`src/design/teia_pkg.sv`:
```
// Types and constants of the typed element-wise integer ALU.
package teia_pkg;

    localparam int DEFAULT_MAX_WIDTH = 32;
    localparam int DATA_W            = 32;
    localparam int TYPE_W            = 3;
    localparam int OP_W              = 3;
    localparam int CFG_IDX_W         = 1;
    localparam int CFG_DATA_W        = 3;

    // configuration register indexes
    localparam logic [CFG_IDX_W-1:0] REG_ELEMENT_TYPE = 1'd0;
    localparam logic [CFG_IDX_W-1:0] REG_OPERATION    = 1'd1;

    // element type codes
    localparam logic [TYPE_W-1:0] ET_INT32  = 3'd0;
    localparam logic [TYPE_W-1:0] ET_INT16  = 3'd1;
    localparam logic [TYPE_W-1:0] ET_INT8   = 3'd2;
    localparam logic [TYPE_W-1:0] ET_UINT32 = 3'd3;
    localparam logic [TYPE_W-1:0] ET_UINT16 = 3'd4;
    localparam logic [TYPE_W-1:0] ET_UINT8  = 3'd5;
    // spare type codes, they give a zero result
    localparam logic [TYPE_W-1:0] ET_SPARE_6 = 3'd6;
    localparam logic [TYPE_W-1:0] ET_SPARE_7 = 3'd7;

    // operation codes
    localparam logic [OP_W-1:0] OP_MUL = 3'd0;
    localparam logic [OP_W-1:0] OP_DIV = 3'd1;
    localparam logic [OP_W-1:0] OP_ADD = 3'd2;
    localparam logic [OP_W-1:0] OP_SUB = 3'd3;
    localparam logic [OP_W-1:0] OP_MAX = 3'd4;
    localparam logic [OP_W-1:0] OP_MIN = 3'd5;
    localparam logic [OP_W-1:0] OP_POW = 3'd6;
    // spare operation code, gives a zero result
    localparam logic [OP_W-1:0] OP_SPARE_7 = 3'd7;

    // sequencer states
    typedef enum logic [5:0] {
        S_IDLE  = 6'b000001,
        S_MUL   = 6'b000010,
        S_DIV   = 6'b000100,
        S_PSTEP = 6'b001000,
        S_PSAT  = 6'b010000,
        S_POST  = 6'b100000
    } state_t;

    // how the final result is formed from the working registers
    typedef enum logic [1:0] {
        POST_PASS = 2'd0,
        POST_MUL  = 2'd1,
        POST_DIV  = 2'd2,
        POST_POW  = 2'd3
    } post_t;

endpackage

```
`src/design/typed_elementwise_int_alu.sv`:
```
// Top level of the typed element-wise integer ALU with its iterative shared unit.
//
// Usage: software writes element_type and operation on the cfg port while the
// block is idle. Each input beat (in_valid high, in_stall low) carries
// operand_a and operand_b; each output beat gives result_value and
// divide_by_zero. One input beat gives exactly one output beat.
// Add, sub, max, min, division by zero, unused codes and negative-exponent
// pow go from the accept straight to the final state; mul and div run on
// the bit-serial add/subtract unit doing one bit per cycle; pow runs
// square-and-multiply on that same unit, one saturating multiply at a time,
// and stops once the running power reaches 0, 1 or the cap, so at 32 bits
// it takes at most 10 multiplies, usually far fewer.
// One item is in flight at a time: in_stall stays high from the cycle after
// the accept until the result is loaded into the output register.
// The block therefore takes no new item until then.
// A stalled result holds in the output register; the sequencer waits in its
// final state until that register frees up.
// Reset clears both config registers to 0 (int32, mul) and empties the block.
module typed_elementwise_int_alu #(
    parameter int MAX_WIDTH = teia_pkg::DEFAULT_MAX_WIDTH
) (
    input  logic                               clk,
    input  logic                               rst_n,
    // config write port
    input  logic                               cfg_write,
    input  logic [teia_pkg::CFG_IDX_W-1:0]     cfg_index,
    input  logic [teia_pkg::CFG_DATA_W-1:0]    cfg_data,
    // input channel
    input  logic                               in_valid,
    output logic                               in_stall,
    input  logic [teia_pkg::DATA_W-1:0]        operand_a,
    input  logic [teia_pkg::DATA_W-1:0]        operand_b,
    // output channel
    output logic                               out_valid,
    input  logic                               out_stall,
    output logic [teia_pkg::DATA_W-1:0]        result_value,
    output logic                               divide_by_zero
);
    import teia_pkg::*;

    // datapath width: wide enough for the 16-bit types too
    localparam int DW    = (MAX_WIDTH > 16) ? MAX_WIDTH : 16;
    localparam int CNT_W = $clog2(DW);
    localparam logic [DW-1:0]    MASK_FULL = {DW{1'b1}} >> (DW - MAX_WIDTH);
    localparam logic [DW-1:0]    MASK_16   = DW'(32'h0000_FFFF);
    localparam logic [DW-1:0]    MASK_8    = DW'(32'h0000_00FF);
    localparam logic [CNT_W-1:0] CNT_LAST  = CNT_W'(DW - 1);

    // control registers
    state_t             state_reg, state_next;
    logic               out_valid_reg, out_valid_next;
    logic [TYPE_W-1:0]  element_type_reg, element_type_next;
    logic [OP_W-1:0]    operation_reg, operation_next;

    // payload registers
    logic [DW-1:0]      hi_reg, hi_next;
    logic [DW-1:0]      lo_reg, lo_next;
    logic [DW-1:0]      x_reg, x_next;
    logic [CNT_W-1:0]   cnt_reg, cnt_next;
    logic [DW-1:0]      acc_reg, acc_next;
    logic [DW-1:0]      p_reg, p_next;
    logic [DW-1:0]      e_reg, e_next;
    logic [DW-1:0]      cap_reg, cap_next;
    logic [DW-1:0]      mask_reg, mask_next;
    logic               sgn_reg, sgn_next;
    logic               neg_reg, neg_next;
    logic               tgt_acc_reg, tgt_acc_next;
    post_t              post_reg, post_next;
    logic [DW-1:0]      res_reg, res_next;
    logic               dz_reg, dz_next;
    logic [DW-1:0]      out_res_reg, out_res_next;
    logic               out_dz_reg, out_dz_next;

    // operand decode
    logic [DW+DATA_W-1:0] a_wide, b_wide;
    logic [DW-1:0]      a_ext, b_ext;
    logic [DW-1:0]      mask, sbit, a, b, ma, mb, cap, ka, kb;
    logic               sgn, type_ok, na, nb;
    logic [DW-1:0]      simple_res, pow_neg_res;

    // shared add/subtract unit
    logic [DW:0]        alu_lhs, alu_rhs;
    logic               alu_sub;
    logic [DW+1:0]      alu_sum;

    // result forming
    logic [DW-1:0]      post_res, mul_sat;
    logic               post_dz, p_fixed;
    logic [DW+DATA_W-1:0] res_wide;

    logic               in_fire, out_free;

    assign a_wide = {{DW{1'b0}}, operand_a};
    assign b_wide = {{DW{1'b0}}, operand_b};
    assign a_ext  = a_wide[DW-1:0];
    assign b_ext  = b_wide[DW-1:0];

    always_comb
    begin
        mask    = MASK_FULL;
        sgn     = 1'b0;
        type_ok = 1'b1;
        case (element_type_reg)
            ET_INT32:  begin mask = MASK_FULL; sgn = 1'b1; end
            ET_INT16:  begin mask = MASK_16;   sgn = 1'b1; end
            ET_INT8:   begin mask = MASK_8;    sgn = 1'b1; end
            ET_UINT32: mask = MASK_FULL;
            ET_UINT16: mask = MASK_16;
            ET_UINT8:  mask = MASK_8;
            default:   type_ok = 1'b0;
        endcase
    end

    assign sbit = mask ^ (mask >> 1);
    assign a    = a_ext & mask;
    assign b    = b_ext & mask;
    assign na   = sgn && ((a & sbit) != '0);
    assign nb   = sgn && ((b & sbit) != '0);
    assign ma   = na ? ((~a + DW'(1)) & mask) : a;
    assign mb   = nb ? ((~b + DW'(1)) & mask) : b;
    assign cap  = sgn ? sbit : mask;
    // signed order = unsigned order with the sign bit flipped
    assign ka   = sgn ? (a ^ sbit) : a;
    assign kb   = sgn ? (b ^ sbit) : b;

    // negative exponent: only bases 0, 1 and -1 give a nonzero result
    always_comb
    begin
        if (a == '0)
            pow_neg_res = sbit - DW'(1);
        else if (a == DW'(1))
            pow_neg_res = DW'(1);
        else if (a == mask)
            pow_neg_res = b[0] ? mask : DW'(1);
        else
            pow_neg_res = '0;
    end

    always_comb
    begin
        case (operation_reg)
            OP_ADD:  simple_res = (a + b) & mask;
            OP_SUB:  simple_res = (a - b) & mask;
            OP_MAX:  simple_res = (ka > kb) ? a : b;
            OP_MIN:  simple_res = (ka > kb) ? b : a;
            OP_POW:  simple_res = pow_neg_res;
            default: simple_res = '0;
        endcase
    end

    // shared unit: add for shift-add multiply, subtract for restoring divide
    always_comb
    begin
        if (state_reg == S_DIV)
        begin
            alu_lhs = {hi_reg, lo_reg[DW-1]};
            alu_rhs = {1'b0, x_reg};
            alu_sub = 1'b1;
        end
        else
        begin
            alu_lhs = {1'b0, hi_reg};
            alu_rhs = lo_reg[0] ? {1'b0, x_reg} : '0;
            alu_sub = 1'b0;
        end
    end

    assign alu_sum = {1'b0, alu_lhs} + {1'b0, (alu_sub ? ~alu_rhs : alu_rhs)}
                   + (DW+2)'(alu_sub);

    // saturated product against the pow cap
    assign mul_sat = ((hi_reg != '0) || (lo_reg > cap_reg)) ? cap_reg : lo_reg;
    // 0, 1 and the cap square to themselves
    assign p_fixed = (p_reg == '0) || (p_reg == DW'(1)) || (p_reg == cap_reg);

    always_comb
    begin
        post_dz = 1'b0;
        case (post_reg)
            POST_PASS:
            begin
                post_res = res_reg;
                post_dz  = dz_reg;
            end
            POST_MUL: post_res = lo_reg & mask_reg;
            POST_DIV: post_res = (neg_reg ? (~lo_reg + DW'(1)) : lo_reg) & mask_reg;
            POST_POW:
            begin
                if (!sgn_reg)
                    post_res = acc_reg;
                else if (neg_reg)
                    post_res = (acc_reg >= cap_reg) ? cap_reg
                             : ((~acc_reg + DW'(1)) & mask_reg);
                else
                    post_res = (acc_reg >= cap_reg) ? (cap_reg - DW'(1)) : acc_reg;
            end
            default: post_res = '0;
        endcase
    end

    assign in_fire  = in_valid && !in_stall;
    assign out_free = !out_valid_reg || !out_stall;

    always_comb
    begin
        state_next        = state_reg;
        out_valid_next    = out_valid_reg;
        element_type_next = element_type_reg;
        operation_next    = operation_reg;
        hi_next      = hi_reg;
        lo_next      = lo_reg;
        x_next       = x_reg;
        cnt_next     = cnt_reg;
        acc_next     = acc_reg;
        p_next       = p_reg;
        e_next       = e_reg;
        cap_next     = cap_reg;
        mask_next    = mask_reg;
        sgn_next     = sgn_reg;
        neg_next     = neg_reg;
        tgt_acc_next = tgt_acc_reg;
        post_next    = post_reg;
        res_next     = res_reg;
        dz_next      = dz_reg;
        out_res_next = out_res_reg;
        out_dz_next  = out_dz_reg;

        if (cfg_write)
        begin
            case (cfg_index)
                REG_ELEMENT_TYPE: element_type_next = cfg_data;
                REG_OPERATION:    operation_next    = cfg_data;
                default:          ;
            endcase
        end

        if (out_valid_reg && !out_stall)
            out_valid_next = 1'b0;

        case (state_reg)
            S_IDLE:
            begin
                if (in_fire)
                begin
                    mask_next = mask;
                    sgn_next  = sgn;
                    cap_next  = cap;
                    hi_next   = '0;
                    cnt_next  = CNT_LAST;
                    post_next = POST_PASS;
                    res_next  = '0;
                    dz_next   = 1'b0;
                    state_next = S_POST;
                    if (!type_ok || operation_reg > OP_POW)
                        res_next = '0;
                    else if (operation_reg == OP_MUL)
                    begin
                        lo_next    = a;
                        x_next     = b;
                        post_next  = POST_MUL;
                        state_next = S_MUL;
                    end
                    else if (operation_reg == OP_DIV)
                    begin
                        if (b == '0)
                            dz_next = 1'b1;
                        else
                        begin
                            lo_next    = ma;
                            x_next     = mb;
                            neg_next   = na ^ nb;
                            post_next  = POST_DIV;
                            state_next = S_DIV;
                        end
                    end
                    else if (operation_reg == OP_POW && !nb)
                    begin
                        acc_next   = DW'(1);
                        p_next     = ma;
                        e_next     = b;
                        neg_next   = na && b[0];
                        post_next  = POST_POW;
                        state_next = S_PSTEP;
                    end
                    else
                        res_next = simple_res;
                end
            end

            S_MUL:
            begin
                hi_next  = alu_sum[DW:1];
                lo_next  = {alu_sum[0], lo_reg[DW-1:1]};
                cnt_next = cnt_reg - CNT_W'(1);
                if (cnt_reg == '0)
                    state_next = (post_reg == POST_POW) ? S_PSAT : S_POST;
            end

            S_DIV:
            begin
                hi_next  = alu_sum[DW+1] ? alu_sum[DW-1:0] : alu_lhs[DW-1:0];
                lo_next  = {lo_reg[DW-2:0], alu_sum[DW+1]};
                cnt_next = cnt_reg - CNT_W'(1);
                if (cnt_reg == '0)
                    state_next = S_POST;
            end

            S_PSTEP:
            begin
                hi_next  = '0;
                cnt_next = CNT_LAST;
                if (e_reg == '0)
                    state_next = S_POST;
                else if (p_fixed)
                begin
                    // remaining set exponent bits multiply by p each time
                    acc_next   = (p_reg == DW'(1)) ? acc_reg : p_reg;
                    state_next = S_POST;
                end
                else if (e_reg[0])
                begin
                    lo_next      = acc_reg;
                    x_next       = p_reg;
                    tgt_acc_next = 1'b1;
                    e_next       = {e_reg[DW-1:1], 1'b0};
                    state_next   = S_MUL;
                end
                else
                begin
                    lo_next      = p_reg;
                    x_next       = p_reg;
                    tgt_acc_next = 1'b0;
                    e_next       = e_reg >> 1;
                    state_next   = S_MUL;
                end
            end

            S_PSAT:
            begin
                if (tgt_acc_reg)
                    acc_next = mul_sat;
                else
                    p_next = mul_sat;
                state_next = S_PSTEP;
            end

            S_POST:
            begin
                if (out_free)
                begin
                    out_res_next   = post_res;
                    out_dz_next    = post_dz;
                    out_valid_next = 1'b1;
                    state_next     = S_IDLE;
                end
            end

            default: state_next = S_IDLE;
        endcase
    end

    always_ff @(posedge clk or negedge rst_n)
    begin
        if (!rst_n)
        begin
            state_reg        <= S_IDLE;
            out_valid_reg    <= 1'b0;
            element_type_reg <= ET_INT32;
            operation_reg    <= OP_MUL;
        end
        else
        begin
            state_reg        <= state_next;
            out_valid_reg    <= out_valid_next;
            element_type_reg <= element_type_next;
            operation_reg    <= operation_next;
        end
    end

    always_ff @(posedge clk)
    begin
        hi_reg      <= hi_next;
        lo_reg      <= lo_next;
        x_reg       <= x_next;
        cnt_reg     <= cnt_next;
        acc_reg     <= acc_next;
        p_reg       <= p_next;
        e_reg       <= e_next;
        cap_reg     <= cap_next;
        mask_reg    <= mask_next;
        sgn_reg     <= sgn_next;
        neg_reg     <= neg_next;
        tgt_acc_reg <= tgt_acc_next;
        post_reg    <= post_next;
        res_reg     <= res_next;
        dz_reg      <= dz_next;
        out_res_reg <= out_res_next;
        out_dz_reg  <= out_dz_next;
    end

    assign res_wide       = {{DATA_W{1'b0}}, out_res_reg};
    assign in_stall       = (state_reg != S_IDLE);
    assign out_valid      = out_valid_reg;
    assign result_value   = res_wide[DATA_W-1:0];
    assign divide_by_zero = out_dz_reg;

endmodule

```
`config.mk`:
```
export PLATFORM = sky130hd
export DESIGN_NAME = typed_elementwise_int_alu
export DESIGN_NICKNAME = d
export VERILOG_FILES = /design/src/design/teia_pkg.sv /design/src/design/typed_elementwise_int_alu.sv
export SDC_FILE = /design/constraint.sdc
export NUM_CORES = 1
export LEC_CHECK = 0
export ABC_AREA = 0
export BUFFER_PORTS_ARGS = -buffer_cell sky130_fd_sc_hd__buf_2
export CAP_MARGIN = 20
export CELL_PAD_IN_SITES_DETAIL_PLACEMENT = 0
export CELL_PAD_IN_SITES_GLOBAL_PLACEMENT = 1
export CORE_MARGIN = 8
export CORE_UTILIZATION = 49
export DETAILED_ROUTE_END_ITERATION = 10
export GPL_TIMING_DRIVEN = 0
export PLACE_DENSITY_LB_ADDON = 0.1
export SLEW_MARGIN = 20
export SYNTH_ARGS = -nofsm -noshare
export SYNTH_HDL_FRONTEND = slang
export SYNTH_SLANG_ARGS = --single-unit
```
`constraint.sdc`:
```
create_clock -name clk -period 11.4 [get_ports clk]
set_input_delay 2.28 -clock clk [delete_from_list [all_inputs] [get_ports clk]]
set_output_delay 2.28 -clock clk [all_outputs]
set_load 0.02 [all_outputs]
```
==> metrics list <==
* Result of the run: completed
- Number of CTS-inserted buffers: 37
- Post-Route Skew: 17.7 ps
- Across every metal layer, demand over resource in global routing totals 0.377.
* Number of enable flip-flop cells after synthesis: around 280
* Data arrival time of the worst path: ~8200 ps
* Number of setup violations in the final report: 0
- Count of buffer and inverter cells on the critical path: 4
- Adding up every negative setup slack in the final design gives 0 ps.
* Post-detailed-route DRC marker count: 0
* Post-Synthesis Cells: 3134
- For this run, the slowest stage of the critical path takes approximately 630 ps.
- Internal reg-to-reg setup slack: between 3000 and 4000 ps
* CTS Sinks: 288
- In this run, post-CTS repair resized a total of 0 instances.
* Max-slew violation count: 0
- XOR/XNOR Fraction of Synth Area: 0.0630
- Synthesis produced a netlist with a net count of ~3400.
- The number of placed instances, taps included, is 3941.
- With fillers left out, the area of the finished cells amounts to approximately 0.029 sq mm.
- Vias per inst: 6.92
- Final hold vios: 0
- Critical-path maximum fanout: 9
* Final std cells w/o fill: 4012
- The detail route stage leaves a number of antenna-violating nets equal to 0.
- Most common cell after layout, fill and taps aside: nand2_1
- Total global routing overflow: 0
- For the pin with the worst max-slew slack, the measured transition is 1140 ps.
* Maximum Capacitance Violations: 0
- The core region is 0.0534 sq mm.
* Ratio of cells with drive above 1 in the final layout: 0.0758
- Buffers placed on the I/O ports in this run total 93.
- Mapped Avg Cell Area: around 8.4 sq um
- The number of global-route vias before repair is about 26000.
- Sequential area share after synthesis: 0.327
* Post-route total power: 8.28 mW
- Final net count: between 3000 and 4000
- IR analysis of the VDD net gives a maximum drop of approximately 0.13 mV.
- Dividing the detail-routed wire length by the instance count gives around 30 um.
- Summing every instance area after synthesis gives between 0.02 and 0.03 sq mm.
* Die Area: 0.0613 sq mm
- Final critical delay including setup and external delays: just under 8000 ps
* Pin count of the biggest net entering global routing: 25
- Post-DP HPWL: roughly 95000 um
- The floorplan step set the die width to about 250 um.
- The first TritonRoute pass finished after 9 iterations.
- Clock insertion delay at the later pin of the skew report: between 500 and 600 ps
- Worst-path clk slew: approximately 60 ps
- At the end of routability-driven placement, the weighted congestion stood at roughly 1.0.
- The kind of cell with the highest combined delay along the critical path is compound AO/OA/AOI/OAI gates.
* Number of warnings reported in the yosys synthesis log: 0
- Core occupancy in the finished layout: 0.549
- By area, the combinational part of the netlist is dominated by compound AO/OA/AOI/OAI gates.
* Root cell of the clock tree: clkbuf_16
- In this run the tightest slew margin relative to its limit is 0.231.
- Number of DRC markers in iteration 0: approximately 3700
- Wire length of the first global-routing pass: between 150000 and 200000 um
- After synthesis, the share of flip-flops with an asynchronous set or reset is 0.0451.
* Rows: 85
- Number of distinct library cell variants in the gate-level netlist after synthesis: 89
* Die extent in y: 248 um
- Cell breakdown of the critical path: buf_2 -> inv_1 -> ha_1 -> or3b_2 -> nor3_1 -> and3_1 -> clkbuf_1 -> o21ai_0 -> nor3_1 -> nor2_1 -> a2bb2oi_1 -> ha_1 -> clkbuf_1 -> and3_1 -> a22oi_1 -> a211oi_1 -> o41ai_1 -> a21boi_0 -> o21ai_0 -> mux2i_1 -> o21ai_0 -> a31oi_1
* Number of placed I/O pins: 108
- CTS tree: yes
* Post-route fraction of the period consumed by the critical path: 0.685
* Startpoint kind of the worst setup timing path: input pin
- Timing would allow up to between 100 and 150 MHz.
- Via total after detailed routing: between 20000 and 30000
* Largest buffer count on any clock path: 3
- Power density of the placed cells: about 280 mW/mm^2
- Leak Pwr: approximately 11 nW
- Critical Path Sink Type: flip-flop
* Classification of the worst setup path: in2reg
- Of the total synthesized cell area, the portion taken by AND, OR, NAND and NOR gates is 0.209.
- Synthesized flop and latch total: 288
* Effective utilization at floorplan: 0.492
- Area share of fa/ha/maj cells after synthesis: 0.0829
- Standard cell with the maximum stage delay on the critical path: o41ai_1
* Main flop type after synthesis: edfxtp_1
- Commonest cells after routing, fill and taps aside: nand2_1 (404), edfxtp_1 (275), o21ai_0 (262)
- In this run the number of H-tree levels came out at 2.
- After detailed placement, the total cell area comes to between 0.02 and 0.03 sq mm.
- Total detailed-routing wirelength: roughly 120000 um
* Post-CTS Hold Fix Bufs: 0
- Post-synthesis mux area share: 0.0317
- The most numerous cell type found on the critical path is o21ai_0.
* Required time reported for the critical path endpoint: between 10000 and 15000 ps
* Number of setup buffers added after CTS: 0
* Number of antenna violations at the first check in global routing: 8
* Path category of the worst min-delay check: reg2reg
- The synthesized-area fraction occupied by ao, oa, aoi and oai cells is 0.245.
- RSZ-0062 raised after global routing: no
* Growth of design area from synthesis to finish: 11.5%
layer usage:
layer,global-route usage,vias up,wire length [um]
li1,-,12200,-
met5,0,-,60
met1,0.498,13300,47000
met2,0.585,1953,52300
met4,0.205,10,7230
met3,0.0671,355,12800
area by class of cell:
type                            count  area, sq um
Fill cell                        5046        24100
Multi-Input combinational cell   2557        16700
Sequential cell                   288         8580
Clock buffer                       41          962
Tap cell                          696          871
Buffer                            217          833
Timing Repair Buffer              111          774
Clock inverter                     25          297
Inverter                           72          270
Antenna cell                        5         12.5
Yosys cell counts, types with 14 or more instances:
cell type | n | area, sq um
mux2_2 | 26 | 293
a221oi_1 | 19 | 166
o221ai_1 | 19 | 166
nand3_1 | 79 | 395
nand2_1 | 404 | 1520
a211o_1 | 20 | 175
mux2i_1 | 54 | 541
a221o_1 | 43 | 430
edfxtp_1 | 275 | 8260
nor4_1 | 42 | 263
and2_1 | 31 | 194
nor2_1 | 242 | 908
o21a_1 | 25 | 188
or4_1 | 18 | 135
nand2b_1 | 21 | 131
a222oi_1 | 18 | 180
a31oi_1 | 55 | 344
a22oi_1 | 20 | 150
o211ai_1 | 14 | 105
xnor2_1 | 109 | 955
clkbuf_1 | 194 | 728
o21ai_0 | 264 | 1320
o31ai_1 | 37 | 278
nor3_1 | 88 | 440
nand3b_1 | 41 | 308
ha_1 | 171 | 2140
a21o_1 | 63 | 473
and3_1 | 33 | 206
a21oi_1 | 203 | 1020
nand4_1 | 50 | 313
or3_1 | 31 | 194
xor2_1 | 80 | 701
buf_1 | 14 | 52.6
inv_1 | 69 | 259
o22ai_1 | 18 | 113
a211oi_1 | 25 | 188
nor2b_1 | 20 | 125
path summary, 6_finish.rpt:
| kind | startpoint | to | cells after the start |
|---|---|---|---|
| max in group asynchronous | rst_n | state_reg[0] | 1 |
| min reg2reg | cnt_reg[0] | cnt_reg[0] | 1 |
| min | cnt_reg[0] | cnt_reg[0] | 1 |
| max reg2reg | element_type_reg[2] | res_reg[29] | 20 |
| max | operand_b[0] | res_reg[24] | 22 |
| min in group asynchronous | rst_n | operation_reg[2] | 1 |
cells by family (layout without fill, tap and decap cells):
kind of cell	count (synthesis)	count (layout)
simple gates	1145	1145
compound gates	970	970
buf+inv	289	466
flops	288	288
xor+xnor	189	189
fa+ha+maj	173	173
mux	80	80
other cells	0	5
stage by stage:
stage                     setup slack (ps)  hold WS, ps
after floorplan                       2490          448
after global routing                  3220          618
after global placement               -1100          557
final                                 3600          591
after detailed placement              3210          577
after CTS                             3780          590
report_power, final:
| group | switching, mW | total, mW | internal (mW) |
|---|---|---|---|
| Clock | 0.505 | 1.25 | 0.746 |
| Sequential | 0.579 | 2.40 | 1.83 |
| Combinational | 2.99 | 4.62 | 1.62 |
No activity file was read; power rests on OpenSTA's default activity.
